==> config.mk <==
export PLATFORM = sky130hd
export DESIGN_NAME = sliding_window_anagram_match_flat
export DESIGN_NICKNAME = d
export VERILOG_FILES = /design/src/sv/swam_pkg.sv /design/src/sv/swam_in_if.sv /design/src/sv/swam_out_if.sv /design/src/sv/sliding_window_anagram_match.sv /design/src/flat_wrapper.sv
export SDC_FILE = /design/constraint.sdc
export NUM_CORES = 2
export LEC_CHECK = 0
export BUFFER_PORTS_ARGS = -buffer_cell sky130_fd_sc_hd__buf_2
export CAP_MARGIN = 10
export CORE_UTILIZATION = 50
export CTS_BUF_LIST = sky130_fd_sc_hd__clkbuf_16
export DETAILED_ROUTE_END_ITERATION = 16
export PLACE_DENSITY = 0.65
export SYNTH_ARGS = -nofsm -noshare
export SYNTH_HDL_FRONTEND = slang
export SYNTH_SLANG_ARGS = --single-unit
==> constraint.sdc <==
create_clock -name clk_i -period 9.77 [get_ports clk_i]
set_input_delay 0 -clock clk_i [delete_from_list [all_inputs] [get_ports clk_i]]
set_output_delay 0 -clock clk_i [all_outputs]
set_load 0.005 [all_outputs]
==> src/sv/swam_pkg.sv <==
`timescale 1ns / 1ps
// ----------------------------------------------------------------------------
// swam_pkg
// Shared widths and command codes of the sliding window anagram matcher.
// ----------------------------------------------------------------------------
package swam_pkg;

  localparam int CMD_W    = 2;
  localparam int LETTER_W = 5;
  localparam int POS_W    = 16;

  typedef enum logic [CMD_W-1:0] {
    CMD_CLEAR   = 2'd0,
    CMD_PATTERN = 2'd1,
    CMD_TEXT    = 2'd2
  } cmd_e;

endpackage

==> src/sv/swam_in_if.sv <==
`timescale 1ns / 1ps
// ----------------------------------------------------------------------------
// swam_in_if
// Request channel: command and letter with valid/ready.
// ----------------------------------------------------------------------------
interface swam_in_if import swam_pkg::*; ();
  logic                valid;
  logic                ready;
  logic [CMD_W-1:0]    command;
  logic [LETTER_W-1:0] letter;

  modport source (output valid, output command, output letter, input ready);
  modport sink   (input valid, input command, input letter, output ready);
endinterface

==> src/sv/swam_out_if.sv <==
`timescale 1ns / 1ps
// ----------------------------------------------------------------------------
// swam_out_if
// Result channel: match flag, window start and status with valid/ready.
// ----------------------------------------------------------------------------
interface swam_out_if import swam_pkg::*; ();
  logic             valid;
  logic             ready;
  logic             match;
  logic [POS_W-1:0] start_index;
  logic             status;

  modport source (output valid, output match, output start_index, output status,
                  input ready);
  modport sink   (input valid, input match, input start_index, input status,
                  output ready);
endinterface

==> src/sv/sliding_window_anagram_match.sv <==
`timescale 1ns / 1ps
// ----------------------------------------------------------------------------
// sliding_window_anagram_match
// Streaming anagram search: flags each text position whose trailing window
// is a permutation of the loaded pattern.
// ----------------------------------------------------------------------------
// Usage:
//   in_i carries one request per handshake: clear, pattern letter or text
//   letter. Every request, whatever its command, gives exactly one result on
//   out_o (match, start_index, status), in request order.
//   Throughput is one request per cycle, sustained, for any mix of commands,
//   as long as out_o takes results. A result passes the history read, the
//   count memory read, the update and the output register, in that order.
//   The per-letter counts sit in three small synchronous memories (required,
//   window increments, window decrements); the window count is the modular
//   difference of the last two. Back-to-back updates to one letter are
//   covered by a one-deep write forwarding record.
//   Reset and clear empty the counts at once through per-entry valid bits,
//   so there is no clearing pass. The history ring is never cleared; an
//   entry is read only after it has been written.
//   When out_o stalls with a result held, the pipeline keeps filling until
//   the update stage is occupied; then in_i.ready drops until out_o.ready.
// ----------------------------------------------------------------------------
module sliding_window_anagram_match import swam_pkg::*; #(
  parameter int ALPHABET_SIZE = 26,
  parameter int MAX_PATTERN   = 64
) (
  input  logic        clk_i,
  input  logic        rst_ni,
  swam_in_if.sink     in_i,
  swam_out_if.source  out_o
);

  localparam int AW = $clog2(ALPHABET_SIZE);
  localparam int LW = (AW > LETTER_W) ? AW : LETTER_W;
  localparam int CW = $clog2(MAX_PATTERN + 1);
  localparam int PW = (MAX_PATTERN > 1) ? $clog2(MAX_PATTERN) : 1;
  localparam int UW = $clog2(ALPHABET_SIZE + 1);
  localparam int SW = CW + 1;

  localparam logic [CW-1:0] MaxLen  = CW'(MAX_PATTERN);
  localparam logic [PW-1:0] PtrLast = PW'(MAX_PATTERN - 1);
  localparam logic [SW-1:0] RingLen = SW'(MAX_PATTERN);

  // count memories
  localparam int NUM_MEM = 3;
  localparam int MEM_REQ = 0;
  localparam int MEM_INC = 1;
  localparam int MEM_DEC = 2;

  typedef struct packed {
    logic                valid;
    logic [CMD_W-1:0]    cmd;
    logic [LETTER_W-1:0] letter;
    logic                c_rng;
    logic                status;
    logic                len_nz;
    logic                evict;
    logic [POS_W-1:0]    start;
  } s1_t;

  typedef struct packed {
    logic                valid;
    logic [CMD_W-1:0]    cmd;
    logic [LETTER_W-1:0] letter;
    logic                c_rng;
    logic                status;
    logic                len_nz;
    logic                evict;
    logic [POS_W-1:0]    start;
    logic [LETTER_W-1:0] old;
    logic                o_rng;
    logic [AW-1:0]       addr_c;
    logic [AW-1:0]       addr_o;
  } s2_t;

  function automatic logic [AW-1:0] to_addr(input logic [LETTER_W-1:0] l);
    logic [LW-1:0] ext;
    ext = LW'(l);
    return ext[AW-1:0];
  endfunction

  // --------------------------------------------------------------------------
  // Front end: pattern length, ring pointer, position. Updated at accept.
  // --------------------------------------------------------------------------
  logic [CW-1:0]    plen_q;
  logic             started_q;
  logic [POS_W-1:0] pos_q;
  logic [PW-1:0]    ptr_q;
  logic [CW-1:0]    fill_q;

  s1_t s1_q;
  s2_t s2_q;

  logic             out_valid_q;
  logic             out_match_q;
  logic [POS_W-1:0] out_start_q;
  logic             out_status_q;

  logic en;
  logic acc;
  logic c_rng0;
  logic pat_bad;
  logic len_nz0;
  logic evict0;
  logic [POS_W-1:0] start0;
  logic [SW-1:0]    ring_sum;
  logic [PW-1:0]    hist_raddr;
  logic [PW-1:0]    ptr_nxt;
  logic is_pat0;
  logic is_text0;

  // Pipeline moves unless a held result would be overwritten.
  assign en       = !out_valid_q || out_o.ready || !s2_q.valid;
  assign in_i.ready = en;
  assign acc      = in_i.valid && en;

  assign is_pat0  = (in_i.command == CMD_PATTERN);
  assign is_text0 = (in_i.command == CMD_TEXT);
  assign c_rng0   = int'(in_i.letter) < ALPHABET_SIZE;
  assign pat_bad  = started_q || (plen_q >= MaxLen) || !c_rng0;
  assign len_nz0  = (plen_q != '0);
  assign evict0   = len_nz0 && (fill_q >= plen_q);
  assign start0   = pos_q + POS_W'(1) - POS_W'(plen_q);

  // Oldest window entry: ptr - len, modulo ring size.
  always_comb begin
    ring_sum = SW'(ptr_q) + RingLen - SW'(plen_q);
    if (ring_sum >= RingLen) begin
      ring_sum = ring_sum - RingLen;
    end
    hist_raddr = ring_sum[PW-1:0];
  end

  assign ptr_nxt = (ptr_q == PtrLast) ? '0 : ptr_q + PW'(1);

  always_ff @(posedge clk_i or negedge rst_ni) begin
    if (!rst_ni) begin
      plen_q    <= '0;
      started_q <= 1'b0;
      pos_q     <= '0;
      ptr_q     <= '0;
      fill_q    <= '0;
    end else if (acc) begin
      unique case (cmd_e'(in_i.command))
        CMD_CLEAR: begin
          plen_q    <= '0;
          started_q <= 1'b0;
          pos_q     <= '0;
          ptr_q     <= '0;
          fill_q    <= '0;
        end
        CMD_PATTERN: begin
          if (!pat_bad) begin
            plen_q <= plen_q + CW'(1);
          end
        end
        CMD_TEXT: begin
          started_q <= 1'b1;
          pos_q     <= pos_q + POS_W'(1);
          if (len_nz0) begin
            ptr_q <= ptr_nxt;
            if (fill_q < plen_q) begin
              fill_q <= fill_q + CW'(1);
            end
          end
        end
        default: ;
      endcase
    end
  end

  // History ring: written at accept, oldest entry read at accept.
  logic [LETTER_W-1:0] hist_mem [MAX_PATTERN];
  logic [LETTER_W-1:0] hist_rd_q;

  always_ff @(posedge clk_i) begin
    if (acc && is_text0 && len_nz0) begin
      hist_mem[ptr_q] <= in_i.letter;
    end
    if (acc && evict0) begin
      hist_rd_q <= hist_mem[hist_raddr];
    end
  end

  // --------------------------------------------------------------------------
  // Stage 1: evicted letter known, count memories read at letter and old.
  // --------------------------------------------------------------------------
  always_ff @(posedge clk_i or negedge rst_ni) begin
    if (!rst_ni) begin
      s1_q <= '0;
    end else if (en) begin
      s1_q.valid  <= acc;
      s1_q.cmd    <= in_i.command;
      s1_q.letter <= in_i.letter;
      s1_q.c_rng  <= c_rng0;
      s1_q.status <= is_pat0 && pat_bad;
      s1_q.len_nz <= len_nz0;
      s1_q.evict  <= is_text0 && evict0;
      s1_q.start  <= start0;
    end
  end

  logic [LETTER_W-1:0] old1;
  logic                o_rng1;
  logic [AW-1:0]       addr_c1;
  logic [AW-1:0]       addr_o1;

  assign old1    = s1_q.evict ? hist_rd_q : '0;
  assign o_rng1  = s1_q.evict && (int'(old1) < ALPHABET_SIZE);
  assign addr_c1 = s1_q.c_rng ? to_addr(s1_q.letter) : '0;
  assign addr_o1 = o_rng1 ? to_addr(old1) : '0;

  always_ff @(posedge clk_i or negedge rst_ni) begin
    if (!rst_ni) begin
      s2_q <= '0;
    end else if (en) begin
      s2_q.valid  <= s1_q.valid;
      s2_q.cmd    <= s1_q.cmd;
      s2_q.letter <= s1_q.letter;
      s2_q.c_rng  <= s1_q.c_rng;
      s2_q.status <= s1_q.status;
      s2_q.len_nz <= s1_q.len_nz;
      s2_q.evict  <= s1_q.evict;
      s2_q.start  <= s1_q.start;
      s2_q.old    <= old1;
      s2_q.o_rng  <= o_rng1;
      s2_q.addr_c <= addr_c1;
      s2_q.addr_o <= addr_o1;
    end
  end

  // --------------------------------------------------------------------------
  // Count memories with per-entry valid bits and a forwarding record of the
  // write made at the edge of the last read.
  // --------------------------------------------------------------------------
  logic          wr_en   [NUM_MEM];
  logic [AW-1:0] wr_addr [NUM_MEM];
  logic [CW-1:0] wr_data [NUM_MEM];
  logic [CW-1:0] rd_c_q  [NUM_MEM];
  logic [CW-1:0] rd_o_q  [NUM_MEM];
  logic          rdv_c_q [NUM_MEM];
  logic          rdv_o_q [NUM_MEM];
  logic          fwd_v_q [NUM_MEM];
  logic [AW-1:0] fwd_a_q [NUM_MEM];
  logic [CW-1:0] fwd_d_q [NUM_MEM];
  logic [ALPHABET_SIZE-1:0] vld_q [NUM_MEM];
  logic          clr_fwd_q;
  logic          do_clr;

  for (genvar m = 0; m < NUM_MEM; m++) begin : g_mem
    logic [CW-1:0] cnt_mem [ALPHABET_SIZE];

    always_ff @(posedge clk_i) begin
      if (en && wr_en[m]) begin
        cnt_mem[wr_addr[m]] <= wr_data[m];
      end
      if (en) begin
        rd_c_q[m]  <= cnt_mem[addr_c1];
        rd_o_q[m]  <= cnt_mem[addr_o1];
        fwd_a_q[m] <= wr_addr[m];
        fwd_d_q[m] <= wr_data[m];
      end
    end

    always_ff @(posedge clk_i or negedge rst_ni) begin
      if (!rst_ni) begin
        vld_q[m]   <= '0;
        rdv_c_q[m] <= 1'b0;
        rdv_o_q[m] <= 1'b0;
        fwd_v_q[m] <= 1'b0;
      end else if (en) begin
        rdv_c_q[m] <= vld_q[m][addr_c1];
        rdv_o_q[m] <= vld_q[m][addr_o1];
        fwd_v_q[m] <= wr_en[m];
        if (do_clr) begin
          vld_q[m] <= '0;
        end else if (wr_en[m]) begin
          vld_q[m][wr_addr[m]] <= 1'b1;
        end
      end
    end
  end

  always_ff @(posedge clk_i or negedge rst_ni) begin
    if (!rst_ni) begin
      clr_fwd_q <= 1'b0;
    end else if (en) begin
      clr_fwd_q <= do_clr;
    end
  end

  // --------------------------------------------------------------------------
  // Stage 2: resolve forwarding, update counts and unsatisfied counter.
  // --------------------------------------------------------------------------
  logic [CW-1:0] eff_c [NUM_MEM];
  logic [CW-1:0] eff_o [NUM_MEM];
  logic [UW-1:0] unsat_q;
  logic [UW-1:0] unsat_d;
  logic [CW-1:0] win_c;
  logic [CW-1:0] win_o;
  logic          sat_c;
  logic          unsat_o;
  logic          match2;

  always_comb begin
    for (int m = 0; m < NUM_MEM; m++) begin
      if (clr_fwd_q) begin
        eff_c[m] = '0;
        eff_o[m] = '0;
      end else begin
        if (fwd_v_q[m] && (fwd_a_q[m] == s2_q.addr_c)) begin
          eff_c[m] = fwd_d_q[m];
        end else begin
          eff_c[m] = rdv_c_q[m] ? rd_c_q[m] : '0;
        end
        if (fwd_v_q[m] && (fwd_a_q[m] == s2_q.addr_o)) begin
          eff_o[m] = fwd_d_q[m];
        end else begin
          eff_o[m] = rdv_o_q[m] ? rd_o_q[m] : '0;
        end
      end
    end
  end

  always_comb begin
    for (int m = 0; m < NUM_MEM; m++) begin
      wr_en[m]   = 1'b0;
      wr_addr[m] = '0;
      wr_data[m] = '0;
    end
    do_clr  = 1'b0;
    unsat_d = unsat_q;
    match2  = 1'b0;
    // window count after the new letter is added
    win_c   = eff_c[MEM_INC] - eff_c[MEM_DEC] + CW'(1);
    // evicted letter sees the new letter if both are the same
    win_o   = eff_o[MEM_INC] - eff_o[MEM_DEC]
              + CW'(s2_q.c_rng && (s2_q.old == s2_q.letter));
    sat_c   = s2_q.c_rng && (eff_c[MEM_REQ] != '0) && (win_c == eff_c[MEM_REQ]);
    unsat_o = s2_q.evict && s2_q.o_rng && (eff_o[MEM_REQ] != '0)
              && (win_o == eff_o[MEM_REQ]);
    if (s2_q.valid) begin
      unique case (cmd_e'(s2_q.cmd))
        CMD_CLEAR: begin
          do_clr  = 1'b1;
          unsat_d = '0;
        end
        CMD_PATTERN: begin
          if (!s2_q.status) begin
            wr_en[MEM_REQ]   = 1'b1;
            wr_addr[MEM_REQ] = s2_q.addr_c;
            wr_data[MEM_REQ] = eff_c[MEM_REQ] + CW'(1);
            if (eff_c[MEM_REQ] == '0) begin
              unsat_d = unsat_q + UW'(1);
            end
          end
        end
        CMD_TEXT: begin
          if (s2_q.len_nz) begin
            if (s2_q.c_rng) begin
              wr_en[MEM_INC]   = 1'b1;
              wr_addr[MEM_INC] = s2_q.addr_c;
              wr_data[MEM_INC] = eff_c[MEM_INC] + CW'(1);
            end
            if (s2_q.evict && s2_q.o_rng) begin
              wr_en[MEM_DEC]   = 1'b1;
              wr_addr[MEM_DEC] = s2_q.addr_o;
              wr_data[MEM_DEC] = eff_o[MEM_DEC] + CW'(1);
            end
            unsat_d = unsat_q - UW'(sat_c) + UW'(unsat_o);
            match2  = (unsat_d == '0);
          end
        end
        default: ;
      endcase
    end
  end

  always_ff @(posedge clk_i or negedge rst_ni) begin
    if (!rst_ni) begin
      unsat_q <= '0;
    end else if (en) begin
      unsat_q <= unsat_d;
    end
  end

  // --------------------------------------------------------------------------
  // Output register
  // --------------------------------------------------------------------------
  always_ff @(posedge clk_i or negedge rst_ni) begin
    if (!rst_ni) begin
      out_valid_q  <= 1'b0;
      out_match_q  <= 1'b0;
      out_start_q  <= '0;
      out_status_q <= 1'b0;
    end else if (en && s2_q.valid) begin
      out_valid_q  <= 1'b1;
      out_match_q  <= match2;
      out_start_q  <= match2 ? s2_q.start : '0;
      out_status_q <= s2_q.status;
    end else if (out_o.ready) begin
      out_valid_q <= 1'b0;
    end
  end

  assign out_o.valid       = out_valid_q;
  assign out_o.match       = out_match_q;
  assign out_o.start_index = out_start_q;
  assign out_o.status      = out_status_q;

  // --------------------------------------------------------------------------
  // Assertions
  // --------------------------------------------------------------------------
  a_unsat_bound: assert property (@(posedge clk_i) disable iff (!rst_ni)
    int'(unsat_q) <= ALPHABET_SIZE)
    else $error("unsatisfied letter count above alphabet size");

  a_fill_bound: assert property (@(posedge clk_i) disable iff (!rst_ni)
    fill_q <= plen_q)
    else $error("ring fill above pattern length");

  a_match_status: assert property (@(posedge clk_i) disable iff (!rst_ni)
    out_o.valid && out_o.match |-> !out_o.status)
    else $error("match reported on an ignored pattern letter");

  a_stall_cause: assert property (@(posedge clk_i) disable iff (!rst_ni)
    !in_i.ready |-> out_o.valid && !out_o.ready && s2_q.valid)
    else $error("request side stalled without a held result");

endmodule

==> src/flat_wrapper.sv <==
// flat-port wrapper written by rule: the top's interface ports become plain ports
module sliding_window_anagram_match_flat import swam_pkg::*;
#(
  parameter int ALPHABET_SIZE = 26,
  parameter int MAX_PATTERN   = 64
)
  (clk_i, rst_ni, in_i_valid, in_i_command, in_i_letter, in_i_ready, out_o_valid, out_o_match, out_o_start_index, out_o_status, out_o_ready);
  swam_in_if in_i_i ();
  swam_out_if out_o_i ();
  input  logic clk_i;
  input  logic rst_ni;
  input wire logic [$bits(in_i_i.valid)-1:0] in_i_valid;
  input wire logic [$bits(in_i_i.command)-1:0] in_i_command;
  input wire logic [$bits(in_i_i.letter)-1:0] in_i_letter;
  output wire logic [$bits(in_i_i.ready)-1:0] in_i_ready;
  output wire logic [$bits(out_o_i.valid)-1:0] out_o_valid;
  output wire logic [$bits(out_o_i.match)-1:0] out_o_match;
  output wire logic [$bits(out_o_i.start_index)-1:0] out_o_start_index;
  output wire logic [$bits(out_o_i.status)-1:0] out_o_status;
  input wire logic [$bits(out_o_i.ready)-1:0] out_o_ready;
  assign in_i_i.valid = in_i_valid;
  assign in_i_i.command = in_i_command;
  assign in_i_i.letter = in_i_letter;
  assign in_i_ready = in_i_i.ready;
  assign out_o_valid = out_o_i.valid;
  assign out_o_match = out_o_i.match;
  assign out_o_start_index = out_o_i.start_index;
  assign out_o_status = out_o_i.status;
  assign out_o_i.ready = out_o_ready;
  sliding_window_anagram_match #(.ALPHABET_SIZE(ALPHABET_SIZE), .MAX_PATTERN(MAX_PATTERN)) u_core (.clk_i(clk_i), .rst_ni(rst_ni), .in_i(in_i_i), .out_o(out_o_i));
endmodule
# Word level (Yosys, flattened, before mapping)
# Memory sizes are Yosys's and may differ from the RTL's. A register that Yosys moved wholly into a read port is not among the register bits.
# Index checks and enable logic that the tools add are counted.
[op_classes]
bitwise = 3
magnitude_cmp = 14
eq_ne = 20
addsub = 18
muxes = 99
n_reduce_logical = 56
[op_table]
columns = ["operator", "count"]
rows = [
  ["7-bit 2-to-1 mux", 25],
  ["26-bit 2-to-1 mux", 6],
  ["26-bit bitwise OR", 3],
  ["5-bit 2-to-1 mux", 10],
  ["7-bit by 1-bit adder with 7-bit output (second input constant)", 6],
  ["5-bit equality test", 7],
  ["16-bit one-hot mux with 2 select lines", 1],
  ["1-bit binary-select mux with 5-bit select", 6],
  ["5-bit by 6-bit < comparator with 1-bit output (second input constant)", 5],
  ["1-bit 2-to-1 mux", 30],
  ["14-bit 2-to-1 mux", 2],
  ["7-bit one-hot mux with 2 select lines", 2],
  ["1-bit logical AND", 27],
  ["21-bit 2-to-1 mux", 1],
  ["7-bit nonzero test", 3],
  ["10-bit 2-to-1 mux", 2],
  ["6-bit 2-to-1 mux", 3],
  ["16-bit by 1-bit adder with 16-bit output (second input constant)", 1],
  ["16-bit 2-to-1 mux", 1],
  ["16-bit by 7-bit subtractor with 16-bit output", 1],
  ["1-bit demux with 5-bit select", 3],
  ["5-bit by 1-bit >= comparator with 1-bit output (second input constant)", 3],
  ["15-bit 2-to-1 mux", 1],
  ["5-bit one-hot mux with 3 select lines", 1],
  ["other kinds (35)", 60],
]
[totals]
memories = 8
mem_bits_rw = 944
out_inout_bits = 20
wordCells = 261
ff_bits = 221
in_bits = 11
[mem_list]
columns = ["name", "words", "width", "read_ports", "rd_clocked_by_memory_dff", "write_ports", "line_no", "text"]
rows = [
  ["u_core.hist_mem", 64, 5, 1, 1, 1, "sliding_window_anagram_match.sv:174", "logic [LETTER_W-1:0] hist_mem [MAX_PATTERN];"],
  ["u_core.g_mem[0].cnt_mem", 26, 7, 2, 0, 1, "sliding_window_anagram_match.sv:252", "logic [CW-1:0] cnt_mem [ALPHABET_SIZE];"],
  ["u_core.g_mem[1].cnt_mem", 26, 7, 2, 0, 1, "sliding_window_anagram_match.sv:252", ""],
  ["u_core.g_mem[2].cnt_mem", 26, 7, 2, 0, 1, "sliding_window_anagram_match.sv:252", ""],
  ["u_core.fwd_d_q", 3, 7, 3, 0, 3, "sliding_window_anagram_match.sv:246", "logic [CW-1:0] fwd_d_q [NUM_MEM];"],
  ["u_core.rd_c_q", 3, 7, 3, 0, 3, "sliding_window_anagram_match.sv:240", "logic [CW-1:0] rd_c_q [NUM_MEM];"],
  ["2 more memories", "-", "-", "-", "-", "-", "-", ""],
]

# Longest topological paths before layout
# An unclocked memory read counts as a cell.
[logic_depth]
depth_word = 16
depth_mapped = 31
depth_no_buf = 28

# Worst setup path before layout
# OpenSTA, ideal clock, no wires.
[synth_timing]
path_type = "register to register"
startpoint = "register u_core.s2_q[8] (netlist name)"
endpoint = "register u_core.out_start_q[10], in the netlist u_core.out_o.start_index[10]"
path_buffers = 4
setup_time_ns = 0.066
synth_period_minus_slack_ns = 6.061
t_arrival_ns = 5.995
slack_ns = 3.709
path_stages_with_launch = 32
required_time_ns = 9.704
path_cell_list = "dfrtp_1 > buf_4 > xor2_1 > nor4_1 > and3_1 > buf_2 > buf_4 > mux2i_1 > or2_2 > ha_1 > inv_1 > ha_1 > inv_1 > fa_1 > inv_1 > a21o_1 > a21oi_1 > xnor2_1 > xnor2_1 > o31ai_1 > a22oi_1 > nor4b_2 > ha_1 > inv_1 > ha_1 > fa_1 > a21o_1 > a21oi_1 > xnor2_1 > nor3_1 > clkbuf_1 > a22o_1"
[synth_via]
elab_chain_cells = 15
elab_cells_between_ends = 25
classes_between = "add/sub: 4; eq/ne: 4; mux: 10; reduce/logical: 7"
[synth_rtl]
columns = ["element", "line_no", "text"]
rows = [
  ["start: declaration", "sliding_window_anagram_match.sv:93", "s2_t s2_q;"],
  ["5-bit equality test", "sliding_window_anagram_match.sv:312", "if (fwd_v_q[m] && (fwd_a_q[m] == s2_q.addr_c)) begin"],
  ["1-bit logical AND", "sliding_window_anagram_match.sv:312", ""],
  ["7-bit 2-to-1 mux", "sliding_window_anagram_match.sv:312", ""],
  ["7-bit 2-to-1 mux", "sliding_window_anagram_match.sv:308", "if (clr_fwd_q) begin"],
  ["7-bit subtractor", "sliding_window_anagram_match.sv:336", "win_c = eff_c[MEM_INC] - eff_c[MEM_DEC] + CW'(1);"],
  ["7-bit by 1-bit adder with 7-bit output", "sliding_window_anagram_match.sv:336", ""],
  ["7-bit equality test", "sliding_window_anagram_match.sv:340", "sat_c = s2_q.c_rng && (eff_c[MEM_REQ] != '0) && (win_c == eff_c[MEM_REQ]);"],
  ["1-bit logical AND (*)", "sliding_window_anagram_match.sv:340", ""],
  ["5-bit by 1-bit subtractor with 5-bit output (*)", "sliding_window_anagram_match.sv:371", "unsat_d = unsat_q - UW'(sat_c) + UW'(unsat_o);"],
  ["5-bit by 1-bit adder with 5-bit output (*)", "sliding_window_anagram_match.sv:371", ""],
  ["5-bit zero test (*)", "sliding_window_anagram_match.sv:372", "match2 = (unsat_d == '0);"],
  ["1-bit 2-to-1 mux (*)", "sliding_window_anagram_match.sv:360", "if (s2_q.len_nz) begin"],
  ["1-bit 2-to-1 mux (*)", "sliding_window_anagram_match.sv:344", "unique case (cmd_e'(s2_q.cmd))"],
  ["1-bit 2-to-1 mux (*)", "sliding_window_anagram_match.sv:343", "if (s2_q.valid) begin"],
  ["16-bit 2-to-1 mux (*)", "sliding_window_anagram_match.sv:400", "out_start_q <= match2 ? s2_q.start : '0;"],
  ["end signal: assignment", "sliding_window_anagram_match.sv:400", ""],
  ["end: declaration", "sliding_window_anagram_match.sv:97", "logic [POS_W-1:0] out_start_q;"],
]
# Mark *: on every way between the ends. The rest lies on a longest branch, timed or not.
# A chain may end at the register's enable or synchronous reset.

# Final worst setup path
[layout_timing]
startpoint = "register u_core.s2_q[9] (netlist name)"
endpoint = "register u_core.out_start_q[11], in the netlist u_core.out_o.start_index[11]"
# Same word-level chain as after synthesis.

==> results.json <==
{
  "cts_tree": "yes",
  "routed_wl_um": 161000,
  "p_leak_nw": 22.5,
  "crit_family": "simple AND/OR/NAND/NOR gates",
  "firstDrtPassIters": 8,
  "die_h_um": 336,
  "regArea_um2": 34000,
  "crit_fanout": 17,
  "max-cap-violations": 0,
  "grt_pass1_wl_um": 240000,
  "h-tree-depth": 3,
  "syn_to_final_growth_pct": 9.71,
  "worstSetupPathType": "reg2reg",
  "place_area_um2": 57200,
  "grt_setup_unrepaired": "no",
  "multi_input_area_um2": 20300,
  "synth_top_area_cell": "edfxtp_1",
  "end_kind": "register",
  "ys_warn_count": 0,
  "yosys_register_bits": 1170,
  "drt-initial-drc-count": 4757,
  "async_flop_share_pct": 18.9,
  "root_buffer": "clkbuf_16",
  "cp-start-kind": "register",
  "ant_nets": 0,
  "start_util_pct": 50.4,
  "timing.final.ws_setup_ns": 3.13,
  "period_minus_slack_ns": 6.64,
  "worst_path_max_delay_cell": "and3_1",
  "grt_most_used_layer": "met2",
  "yosysTopAreaCellShare_pct": 51.1,
  "fin_nets": 4580,
  "clock_skew_ns": 0.0538,
  "worst_pin_slew_ns": 1.28,
  "pwr_density_cell_nw_per_um2": 247,
  "cts_made_buffers": 121,
  "grt_max_degree": 127,
  "dp_cells": 5852,
  "grt_pass1_vias": 37300,
  "synth_seq_area_share_pct": 61.1,
  "status": "complete, no violations",
  "slew_headroom_pct": 14.5,
  "critPathMaxStageDelay_ns": 0.54,
  "worst_ep_required_time_ns": 10.45,
  "dieArea_um2": 113000,
  "cts.path.max_buffers": 3,
  "grt_antenna_before_repair": 3,
  "gr-usage-met1_pct": 40.0,
  "grt_use_met3_pct": 5.17,
  "core_um2": 111000,
  "die_x_um": 336,
  "postSynthCellCount": 4586,
  "numPortBuffers": 30,
  "grtUsageTotal_pct": 28.5,
  "cp_num_buf_inv": 5,
  "drc": 0,
  "grt_overflow": 0,
  "tns_ns": 0,
  "io_pins": 31,
  "ys_types": 93,
  "post-route-period-util_pct": 68.0,
  "cts-resized-gates": 0,
  "drive_above_1_share_pct": 12.7,
  "vias": 38200,
  "timing.hold.ws_ns": 0.232,
  "fmax_ghz": 0.151,
  "hold_violations": 0,
  "synth_ff_type": "edfxtp_1",
  "ir_worst_vdd_v": 0.000221,
  "n_fill_cell": 9179,
  "finalSetupViolCount": 0,
  "fin_area_um2": 61100,
  "preCtsSetupSlack_ns": 3.20,
  "arrival_ns": 7.32,
  "vias_per_cell": 6.27,
  "clk_pin_slew_ns": 0.06,
  "wl_per_cell_um": 26.4,
  "syn_nets": 4665,
  "hp-class": "in2reg",
  "clk_latency_ns": 0.75,
  "gp_congestion": 0.910,
  "finalCoreUtilization_pct": 55.3,
  "drv_slew": 0,
  "synth_area_leaders": "edfxtp_1, dfrtp_1, nand2_1",
  "synth-edff-count": 949,
  "dp_hpwl_um": 97600,
  "use_met2_pct": 44.8,
  "cts_sinks": 1170,
  "syn_area_per_cell_um2": 12.2,
  "p_total_mw": 15.1,
  "row_count": 122,
  "syn_area_um2": 55700,
  "fin_cells": 6095
}
[worst reg2reg max path, delay by kind of cell, from the launching register on]
family                   cells  cell delay [ns]
AND/OR/NAND/NOR              5             1.82
adder cells (fa/ha/maj)      6             1.72
AO/OA/AOI/OAI                7             1.05
XOR/XNOR                     4             0.76
flip-flops                   1             0.52
buffers and inverters        5             0.52
multiplexers                 1             0.19
[power by group]
group          switching [mW]  internal (mW)
clock network            2.00           2.42
registers               0.318           5.77
logic                    2.76           1.84
total                    5.08           10.0
[sequential cells by signal, indices dropped and copies added (netlist names), 3 cells and up]
name                      flops
u_core.fill_q                 7
u_core.s1_q                  28
u_core.out_o.start_index     16
u_core.hist_mem             320
u_core.rdv_c_q                3
u_core.fwd_a_q               15
u_core.rdv_o_q                3
u_core.fwd_v_q                3
u_core.g_mem.cnt_mem        546
u_core.fwd_d_q               21
u_core.vld_q                 78
u_core.ptr_q                  6
u_core.rd_c_q                21
u_core.rd_o_q                21
u_core.hist_rd_q              5
u_core.s2_q                  44
u_core.pos_q                 16
u_core.plen_q                 7
u_core.unsat_q                5
[cells in the mapped netlist (all sizes together) (63+ instances only)]
| library cell | number |
|---|---|
| nand3 | 322 |
| clkbuf | 184 |
| o221ai | 79 |
| a21oi | 205 |
| ha | 63 |
| o21a | 80 |
| edfxtp | 949 |
| a311oi | 63 |
| mux4 | 152 |
| xnor2 | 65 |
| nor2 | 275 |
| dfrtp | 221 |
| nand2 | 958 |
| o21ai | 134 |
| mux2 | 70 |
| buf | 142 |
[placed cells by master (no fill, tap or decap), types with 14 or more instances in the layout]
cell type	Yosys	layout
o221ai_1	79	79
xnor2_1	62	61
edfxtp_1	949	949
a221oi_1	29	29
and2_1	33	30
clkinv_2	0	29
a221o_1	42	42
a311oi_1	63	63
mux2_2	68	68
and3_1	49	49
dfrtp_1	221	217
ha_1	63	62
xor2_1	46	45
nand2_1	958	953
clkinv_1	0	27
o21ai_0	126	125
nand3b_1	14	14
o22ai_1	46	46
o21a_1	80	80
mux4_2	152	152
nor2_2	3	15
o31ai_1	21	21
a22o_1	23	23
nor3_1	18	17
mux2i_1	50	50
clkbuf_16	0	121
buf_2	81	29
inv_1	47	76
a21o_1	43	43
nor2b_1	21	19
buf_4	5	70
a21oi_1	197	194
nor2_1	271	257
nand3_1	322	317
[metal layers]
metal / wire length, um / share of wire (%)
met4: 5570 / 3.5
met1: 66300 / 41
met5: 27 / 0.017
met3: 14200 / 8.8
met2: 74900 / 47
[final timing paths]
path,start,to,slack (ns),depth (start not counted)
worst max-delay path,u_core.s2_q[9],u_core.out_o.start_index[11],3.13,28
worst min-delay path,in_i_command[0],u_core.plen_q[1],0.23,4
worst max register to register,u_core.s2_q[9],u_core.out_o.start_index[11],3.13,28
worst min register to register,u_core.s2_q[27],u_core.s2_q[27],0.47,2
max in group asynchronous,rst_ni,u_core.s1_q[20],8.32,4
min in group asynchronous,rst_ni,u_core.vld_q[74],0.29,3
[final cells by class]
class | count | area share [%]
inverter | 49 | 0.313
tap | 1488 | 3.05
clock buffer | 121 | 4.95
clock inverter | 107 | 1.28
multi-input combinational | 3041 | 33.2
sequential | 1170 | 55.7
timing repair buffer | 118 | 1.51
antenna | 1 | 0.00409
[cells by family (layout without fill, tap and decap cells)]
family                   after synthesis  in the layout  share of synthesized area, %
AO/OA/AOI/OAI                        831            831                          10.4
multiplexers                         272            272                          8.46
adder cells (fa/ha/maj)               68             68                          1.59
buffers and inverters                375            395                          2.90
other                                  0              1                             0
AND/OR/NAND/NOR                     1758           1758                          13.8
XOR/XNOR                             112            112                          1.81
flip-flops                          1170           1170                          61.1
[timing repair]
action / in CTS / in global routing
hold endpoints to repair: 461 / 0
buffers inserted: 0 / 0
endpoints found under the setup margin: 0 / 0
hold buffers: 14 / 0
Power figures use the tool's default switching activity.
